==> config.mk <==
export PLATFORM = sky130hd
export DESIGN_NAME = escape_sequence_decoder_core
export DESIGN_NICKNAME = d
export VERILOG_FILES = /design/src/hw/rtl/esd_pkg.sv /design/src/hw/rtl/escape_sequence_decoder_core.sv
export VERILOG_INCLUDE_DIRS = /design/src /design/src/hw/rtl
export SDC_FILE = /design/constraint.sdc
export NUM_CORES = 1
export LEC_CHECK = 0
export ABC_CLOCK_PERIOD_IN_PS = 3800
export BUFFER_PORTS_ARGS = -buffer_cell sky130_fd_sc_hd__buf_2
export CORE_UTILIZATION = 60
export CTS_CLUSTER_SIZE = 14
export DETAILED_ROUTE_END_ITERATION = 7
export HOLD_SLACK_MARGIN = 0.15
export PLACE_DENSITY = 0.77
export SLEW_MARGIN = 20
export SYNTH_ARGS = -nofsm -noshare
export SYNTH_HDL_FRONTEND = slang
export SYNTH_SLANG_ARGS = --single-unit
==> constraint.sdc <==
create_clock -name clk -period 3.8 [get_ports clk]
set_input_delay 0.95 -clock clk [delete_from_list [all_inputs] [get_ports clk]]
set_output_delay 0.95 -clock clk [all_outputs]
set_load 0.005 [all_outputs]
==> src/hw/rtl/escape_sequence_decoder_core_assert.svh <==
// ----------------------------------------------------------------------------
// Escape sequence decoder assertion macros
// Concurrent checks on clk, disabled while rst is high. Define NO_ASSERTIONS
// to compile them away.
// ----------------------------------------------------------------------------
`ifndef ESCAPE_SEQUENCE_DECODER_CORE_ASSERT_SVH
`define ESCAPE_SEQUENCE_DECODER_CORE_ASSERT_SVH

`ifndef NO_ASSERTIONS

// condition holds at every edge outside reset
`define ESD_ASSERT_ALWAYS(label, cond) \
  label: assert property (@(posedge clk) disable iff (rst) (cond)) \
    else $error("escape decoder check failed");

// antecedent implies consequent in the next cycle
`define ESD_ASSERT_NEXT(label, ante, cons) \
  label: assert property (@(posedge clk) disable iff (rst) (ante) |=> (cons)) \
    else $error("escape decoder check failed");

`else

`define ESD_ASSERT_ALWAYS(label, cond)
`define ESD_ASSERT_NEXT(label, ante, cons)

`endif

`endif

==> src/hw/rtl/esd_pkg.sv <==
// ----------------------------------------------------------------------------
// esd_pkg
// Types, codes and helpers of the escape sequence decoder.
// ----------------------------------------------------------------------------
`default_nettype none

package esd_pkg;

  // input request kinds
  localparam logic [1:0] CMD_DATA     = 2'd0;
  localparam logic [1:0] CMD_BOUNDARY = 2'd1;
  localparam logic [1:0] CMD_END      = 2'd2;

  // configuration register indexes
  localparam logic CFG_INTERPRET = 1'b0;
  localparam logic CFG_SUPPRESS  = 1'b1;

  // character codes
  localparam logic [7:0] CHR_ESC     = 8'h1B;
  localparam logic [7:0] CHR_BSLASH  = 8'h5C;
  localparam logic [7:0] CHR_SPACE   = 8'h20;
  localparam logic [7:0] CHR_NEWLINE = 8'h0A;

  localparam logic [1:0] OCT_DIGITS = 2'd3;
  localparam logic [1:0] HEX_DIGITS = 2'd2;

  typedef enum logic [4:0] {
    MODE_NORMAL  = 5'b00001,
    MODE_BSLASH  = 5'b00010,
    MODE_OCTAL   = 5'b00100,
    MODE_HEX     = 5'b01000,
    MODE_STOPPED = 5'b10000
  } mode_t;

  // up to two result bytes produced by one request
  typedef struct packed {
    logic [1:0] n;
    logic [7:0] b0;
    logic [7:0] b1;
  } emit_t;

  function automatic emit_t emit_push(emit_t e, logic [7:0] b);
    emit_t r;
    r = e;
    if (e.n == 2'd0) begin
      r.b0 = b;
      r.n  = 2'd1;
    end else if (e.n == 2'd1) begin
      r.b1 = b;
      r.n  = 2'd2;
    end
    return r;
  endfunction

  // {valid, value} of a hex digit character
  function automatic logic [4:0] hex_digit(logic [7:0] c);
    logic [4:0] r;
    r = 5'd0;
    if (c >= "0" && c <= "9") begin
      r = {1'b1, c[3:0]};
    end else if ((c >= "a" && c <= "f") || (c >= "A" && c <= "F")) begin
      r = {1'b1, c[3:0] + 4'd9};
    end
    return r;
  endfunction

endpackage

`default_nettype wire

==> src/hw/rtl/escape_sequence_decoder_core.sv <==
// ----------------------------------------------------------------------------
// escape_sequence_decoder_core
// Streaming decoder for echo-style backslash escapes: letter, octal (\0nnn)
// and hex (\xHH) escapes, \c stop, a space per boundary, optional newline at the end.
// ----------------------------------------------------------------------------
//
//   channel  direction  handshake            payload
//   -------  ---------  -------------------  -----------------------------
//   in       input      in_valid / in_stall  cmd[1:0], ch[7:0]
//   out      output     out_valid/out_stall  out_byte[7:0], last
//   cfg      input      cfg_valid/cfg_ready  cfg_index[0:0], cfg_data[0:0]
//
// One request is decoded per cycle while in_stall is low, straight into a
// two-entry result register; a request giving one byte or none keeps
// 1 request/cycle while the output does not stall, a request giving two
// bytes stalls the input while the second byte drains from that register.
// in_stall rises while the register holds more than what the output takes
// this cycle. rst (synchronous) returns the decoder to normal mode, empties
// the result register and clears both configuration bits. cfg_ready is always high.
// ----------------------------------------------------------------------------
`default_nettype none

module escape_sequence_decoder_core
  import esd_pkg::*;
(
  input  wire logic       clk,
  input  wire logic       rst,
  // input requests
  input  wire logic       in_valid,
  output logic            in_stall,
  input  wire logic [1:0] cmd,
  input  wire logic [7:0] ch,
  // decoded bytes
  output logic            out_valid,
  input  wire logic       out_stall,
  output logic [7:0]      out_byte,
  output logic            last,
  // configuration writes
  input  wire logic       cfg_valid,
  output logic            cfg_ready,
  input  wire logic [0:0] cfg_index,
  input  wire logic [0:0] cfg_data
);

  `include "escape_sequence_decoder_core_assert.svh"

  // configuration
  logic interpret_escapes;
  logic suppress_newline;

  // decoder state
  mode_t      mode;
  mode_t      mode_next;
  logic [8:0] escape_value;
  logic [8:0] escape_value_next;
  logic [1:0] digit_count;
  logic [1:0] digit_count_next;

  // result register: slot 0 is presented, slot 1 waits behind it
  logic [1:0] cnt;
  logic [7:0] slot1_byte;
  logic       slot0_last;

  logic       in_fire;
  logic       out_fire;
  emit_t      res;
  logic       pend_valid;
  logic [7:0] pend_byte;
  logic       plain_starts_escape;
  logic [4:0] hex;

  assign cfg_ready = 1'b1;
  assign out_valid = (cnt != 2'd0);
  assign last      = slot0_last;
  assign out_fire  = out_valid && !out_stall;
  // take a request once the result register drains this cycle
  assign in_stall  = !((cnt == 2'd0) || ((cnt == 2'd1) && !out_stall));
  assign in_fire   = in_valid && !in_stall;

  always_ff @(posedge clk) begin
    if (rst) begin
      interpret_escapes <= 1'b0;
      suppress_newline  <= 1'b0;
    end else if (cfg_valid && cfg_ready) begin
      unique case (cfg_index)
        CFG_INTERPRET: interpret_escapes <= cfg_data[0];
        CFG_SUPPRESS:  suppress_newline  <= cfg_data[0];
        default: ;
      endcase
    end
  end

  // pending escape as it would be flushed by a boundary or the end
  assign pend_valid = (mode == MODE_BSLASH) || (mode == MODE_OCTAL) || (mode == MODE_HEX);
  assign pend_byte  = (mode == MODE_BSLASH) ? CHR_BSLASH : escape_value[7:0];
  // a backslash seen with no escape pending
  assign plain_starts_escape = interpret_escapes && (ch == CHR_BSLASH);
  assign hex = hex_digit(ch);

  always_comb begin
    res               = '0;
    mode_next         = mode;
    escape_value_next = escape_value;
    digit_count_next  = digit_count;
    unique case (cmd)
      CMD_DATA: begin
        unique case (mode)
          MODE_NORMAL: begin
            if (plain_starts_escape) begin
              mode_next = MODE_BSLASH;
            end else begin
              res = emit_push(res, ch);
            end
          end
          MODE_BSLASH: begin
            mode_next = MODE_NORMAL;
            case (ch)
              "a":        res = emit_push(res, 8'h07);
              "b":        res = emit_push(res, 8'h08);
              "e":        res = emit_push(res, CHR_ESC);
              "f":        res = emit_push(res, 8'h0C);
              "n":        res = emit_push(res, CHR_NEWLINE);
              "r":        res = emit_push(res, 8'h0D);
              "t":        res = emit_push(res, 8'h09);
              "v":        res = emit_push(res, 8'h0B);
              CHR_BSLASH: res = emit_push(res, CHR_BSLASH);
              "c":        mode_next = MODE_STOPPED;
              "0": begin
                mode_next         = MODE_OCTAL;
                escape_value_next = 9'd0;
                digit_count_next  = 2'd0;
              end
              "x": begin
                mode_next         = MODE_HEX;
                escape_value_next = 9'd0;
                digit_count_next  = 2'd0;
              end
              default: begin
                // unknown escape: keep the backslash and the character
                res = emit_push(res, CHR_BSLASH);
                res = emit_push(res, ch);
              end
            endcase
          end
          MODE_OCTAL: begin
            if (ch >= "0" && ch <= "7" && digit_count < OCT_DIGITS) begin
              if (digit_count == OCT_DIGITS - 2'd1) begin
                // third digit: emit the low byte at once
                res               = emit_push(res, {escape_value[4:0], ch[2:0]});
                mode_next         = MODE_NORMAL;
                escape_value_next = 9'd0;
                digit_count_next  = 2'd0;
              end else begin
                escape_value_next = {escape_value[5:0], ch[2:0]};
                digit_count_next  = digit_count + 2'd1;
              end
            end else begin
              // end of digits: emit the value, then treat the byte as plain
              res               = emit_push(res, escape_value[7:0]);
              escape_value_next = 9'd0;
              digit_count_next  = 2'd0;
              if (plain_starts_escape) begin
                mode_next = MODE_BSLASH;
              end else begin
                mode_next = MODE_NORMAL;
                res       = emit_push(res, ch);
              end
            end
          end
          MODE_HEX: begin
            if (hex[4] && digit_count < HEX_DIGITS) begin
              if (digit_count == HEX_DIGITS - 2'd1) begin
                res               = emit_push(res, {escape_value[3:0], hex[3:0]});
                mode_next         = MODE_NORMAL;
                escape_value_next = 9'd0;
                digit_count_next  = 2'd0;
              end else begin
                escape_value_next = {escape_value[4:0], hex[3:0]};
                digit_count_next  = digit_count + 2'd1;
              end
            end else begin
              res               = emit_push(res, escape_value[7:0]);
              escape_value_next = 9'd0;
              digit_count_next  = 2'd0;
              if (plain_starts_escape) begin
                mode_next = MODE_BSLASH;
              end else begin
                mode_next = MODE_NORMAL;
                res       = emit_push(res, ch);
              end
            end
          end
          MODE_STOPPED: ;
          default: ;
        endcase
      end
      CMD_BOUNDARY: begin
        // unless stopped, flush any pending escape, then separate arguments with a space
        if (mode != MODE_STOPPED) begin
          if (pend_valid) begin
            res = emit_push(res, pend_byte);
          end
          res               = emit_push(res, CHR_SPACE);
          mode_next         = MODE_NORMAL;
          escape_value_next = 9'd0;
          digit_count_next  = 2'd0;
        end
      end
      CMD_END: begin
        // a stop swallows the newline too; either way return to normal
        if (mode != MODE_STOPPED) begin
          if (pend_valid) begin
            res = emit_push(res, pend_byte);
          end
          if (!suppress_newline) begin
            res = emit_push(res, CHR_NEWLINE);
          end
        end
        mode_next         = MODE_NORMAL;
        escape_value_next = 9'd0;
        digit_count_next  = 2'd0;
      end
      default: ;
    endcase
  end

  // decoder state advances only on an accepted request
  always_ff @(posedge clk) begin
    if (rst) begin
      mode         <= MODE_NORMAL;
      escape_value <= 9'd0;
      digit_count  <= 2'd0;
    end else if (in_fire) begin
      mode         <= mode_next;
      escape_value <= escape_value_next;
      digit_count  <= digit_count_next;
    end
  end

  // result register: load on accept, else drain toward slot 0
  always_ff @(posedge clk) begin
    if (rst) begin
      cnt <= 2'd0;
    end else if (in_fire) begin
      cnt <= res.n;
    end else if (out_fire) begin
      cnt <= cnt - 2'd1;
    end
  end

  always_ff @(posedge clk) begin
    if (in_fire) begin
      out_byte   <= res.b0;
      slot0_last <= (res.n == 2'd1);
      slot1_byte <= res.b1;
    end else if (out_fire && (cnt == 2'd2)) begin
      out_byte   <= slot1_byte;
      slot0_last <= 1'b1;
    end
  end

  // ---------------------------------------------------------------------------
  // assertions
  // ---------------------------------------------------------------------------
  `ESD_ASSERT_ALWAYS(a_cnt_range, cnt != 2'd3)
  `ESD_ASSERT_ALWAYS(a_last_marks_final, !out_valid || (last == (cnt == 2'd1)))
  `ESD_ASSERT_NEXT(a_stopped_silent,
                   in_fire && (mode == MODE_STOPPED) && (cmd != CMD_END), cnt == 2'd0)
  `ESD_ASSERT_NEXT(a_end_returns_normal,
                   in_fire && (cmd == CMD_END), mode == MODE_NORMAL && digit_count == 2'd0)

endmodule

`default_nettype wire
==> run_results.csv <==
group,metric,value,unit
min_path,hold_path_end,"suppress_newline",
worst_setup_path,critPathArrivalTime,3.33,ns
grt,grt_pass1_vias,2638,
worst_setup_path,crit_chain,"buf_2 > inv_1 > ha_1 > or4b_4 > o22ai_4 > o211ai_4 > nor2b_1 > a221o_1 > a211oi_1 > o21ai_1",
grt,grt_most_used_layer,"met2",
clocking,cts_resized,0,
clocking,htreeDepth,2,
worst_setup_path,end_kind,"flop",
floorplanning,die_area,5370,µm²
min_path,hold_depth,2,
logic_synthesis,synth.most_common_cell,"nand2_1",
power,p_seq_frac,0.410,
sta,skew,0.00806,ns
grt,grt_use_total,0.326,
floorplanning,die_w,73.3,µm
grt,gr-usage-met2,0.532,
layout,syn_to_final_growth,6.98,%
sta,min_period_over_period,0.869,
place,place_congestion,0.927,
detailed_routing,drtPass1Iterations,5,
grt,grt_use_met1,0.448,
worst_setup_path,worstSetupPathType,"in2reg",
worst_setup_path,reg2reg_slack,1.24,ns
clocking,holdBufCountCts,0,
min_path,min_path_type,"reg2reg",
clocking,clkTransAtPathRegs,0.07,ns
grt,grt_max_degree,24,
worst_setup_path,crit_slowest_cell,"or4b_4",
run,cap_violations,0,
floorplanning,die_h,73.3,µm
sta,setup_slack,0.499,ns
clocking,clock_path_buffers,2,
clocking,cts_root_buffer,"clkbuf_8",
power,power_leakage,1.24,nW
power,peakVddDrop,0.253,mV
worst_setup_path,cp-start-kind,"primary input",
sta,hold_viol,0,
clocking,worstSkewPairLatency,0.29,ns
clocking,cts_tree,"built",
logic_synthesis,async_flop_share,0,
power,switching_power,0.000374,W
logic_synthesis,synth.avg_cell_area,8.33,µm²
logic_synthesis,ys_warn_count,0,
logic_synthesis,yosys-top-cells-area,"edfxtp_1, dfxtp_1, nand2_1",
power,sw_frac_of_total,0.325,
grt,overflow,0,
layout,seq_area,891,µm²
detailed_routing,drt_iter0_drc,449,
logic_synthesis,syn_nets,395,
logic_synthesis,yosysTopAreaCell,"edfxtp_1",
place,io_buffers,27,
floorplanning,initial_core_util,0.633,
logic_synthesis,synth_flop_cell,"dfxtp_1",
sta,fin_tns_setup,0,ns
layout,n_antenna_cell,0,
sta,worst_slew_pin_slew,0.728,ns
detailed_routing,wl_per_cell,18.2,µm
layout,multiInputGateArea,1970,µm²
layout,drive_gt1_frac,0.154,
logic_synthesis,synth_seq_cells,36,
logic_synthesis,ys_types,81,
power,pwr-share-clk,0.295,
worst_setup_path,slowest_delay,0.54,ns
detailed_routing,wl,8.06,mm
grt,grt_util_met3,0.0494,
power,pwr-share-comb,0.294,
detailed_routing,postRouteAntennaNets,0,
sta,min_period,3.30,ns
worst_setup_path,cp_max_fo,10,
worst_setup_path,worstPathRequired,3.83,ns
clocking,postCtsSetupBuffers,0,
logic_synthesis,yosys.area.top_type_share,0.167,
sta,relSlewSlack,0.509,
sta,finalSetupViolCount,0,
grt,grt_pass1_wl,13.2,mm
floorplanning,io_pins,29,
detailed_routing,drcViolationCount,0,
power,powerDensity,352,nW/µm²
logic_synthesis,syn_inst,366,
status,status,"finished clean",
floorplanning,fp.coreArea,4820,µm²
min_path,worstHoldStart,"suppress_newline",
logic_synthesis,synth-edff-count,17,
grt,antenna_found_initial,0,
clocking,cts_made_buffers,5,
logic_synthesis,synthesis.area,3050,µm²
sta,max_freq,303,MHz
power,p_int,0.000776,W
layout,nets,405,
logic_synthesis,synthTopCellsByCount,"nand2_1, o21ai_0, a21oi_1, nor2_1, dfxtp_1",
worst_setup_path,worstRegToRegCells,7,
logic_synthesis,yosysSeqAreaShare,0.292,
place,dpl.hpwl,6.09,mm
place,dp_slack,0.240,ns
worst_setup_path,critPathLaunch,"ch[1]",
floorplanning,num_rows,25,
sta,slew_violations,0,
clocking,cts.sinks,36,
detailed_routing,dr_total_vias,2968,
layout,n_fill_cell,420,
detailed_routing,vias_per_cell,6.68,
worst_setup_path,r2r-end,"cnt[0]",
worst_setup_path,r2r_start,"digit_count[1]",
sta,rsz0062_at_grt,"no",
-- cell usage in the layout (no fill, tap or decap), drive strengths merged, types with 8 or more instances in the layout --
cell type and count:
nor3 8, nand3 10, nor2 27, and2 9, nand2 42, a21oi 28
buf 30, inv 13, o21ai 33, edfxtp 17, dfxtp 19, ha 12
nor2b 8
-- state kept, by name, summed over array words and instances (netlist names) --
name / count
interpret_escapes: 1
mode: 5
escape_value: 8
cnt: 2
digit_count: 2
suppress_newline: 1
slot1_byte: 8
out_byte: 8
last: 1
-- worst max-delay path by stage --
stage                              to  slack, ns  depth (start not counted)
after floorplan           out_byte[4]       0.48                         12
after global placement    out_byte[2]       0.39                         10
after detailed placement  out_byte[4]       0.24                         10
after CTS                 out_byte[4]       0.56                         10
after global routing      out_byte[2]       0.40                         10
final                     out_byte[4]       0.50                         10
-- routing by layer --
| metal | wire length, µm | up-vias |
|---|---|---|
| li1 | - | 1394 |
| met1 | 3550 | 1371 |
| met2 | 3660 | 182 |
| met3 | 680 | 21 |
| met4 | 177 | 0 |
| met5 | 0 | - |
-- logic make-up after synthesis --
kind of cell,share of synthesized area
fa+ha+maj,0.0492
mux,0.00657
xor+xnor,0.00862
other cells,0.00123
compound gates,0.286
buf+inv,0.0620
flops,0.292
simple gates,0.294
-- metrics by stage --
| step | hold slack (ns) | power [W] | instance area, µm² | utilization | cells |
|---|---|---|---|---|---|
| floorplan | 0.442 | 0.000725 | 3050 | - | 366 |
| global placement | 0.497 | 0.000805 | 3150 | 0.654 | 436 |
| CTS | 0.511 | 0.00115 | 3260 | 0.677 | 444 |
| finish | 0.514 | 0.00115 | 3260 | 0.677 | 444 |
| global route | 0.542 | 0.00121 | 3260 | 0.677 | 444 |
| detailed placement | 0.501 | 0.000811 | 3150 | 0.654 | 436 |
-- worst max-delay path: cells and delay by family --
family | cells | cell delay (ns)
buffers and inverters | 2 | 0.31
AND/OR/NAND/NOR | 2 | 0.80
AO/OA/AOI/OAI | 5 | 0.99
adder cells (fa/ha/maj) | 1 | 0.27
-- cell type report --
cell class,instances,area share
repair buffers,30,0.0483
clock inverters,3,0.0130
multi-input cells,290,0.604
flip-flops and latches,36,0.273
clock buffers,5,0.0211
well taps,67,0.0257
inverters,13,0.0150
-- power groups by stage --
stage          clock network (W)  logic, W  registers, W
2_1_floorplan                  0  0.000257      0.000469
3_3_place_gp                   0  0.000325      0.000479
3_5_place_dp                   0  0.000331      0.000480
4_1_cts                 0.000340  0.000333      0.000472
5_1_grt                 0.000356  0.000373      0.000477
6_report                0.000339  0.000339      0.000472
(Power assumes the default switching activity.)
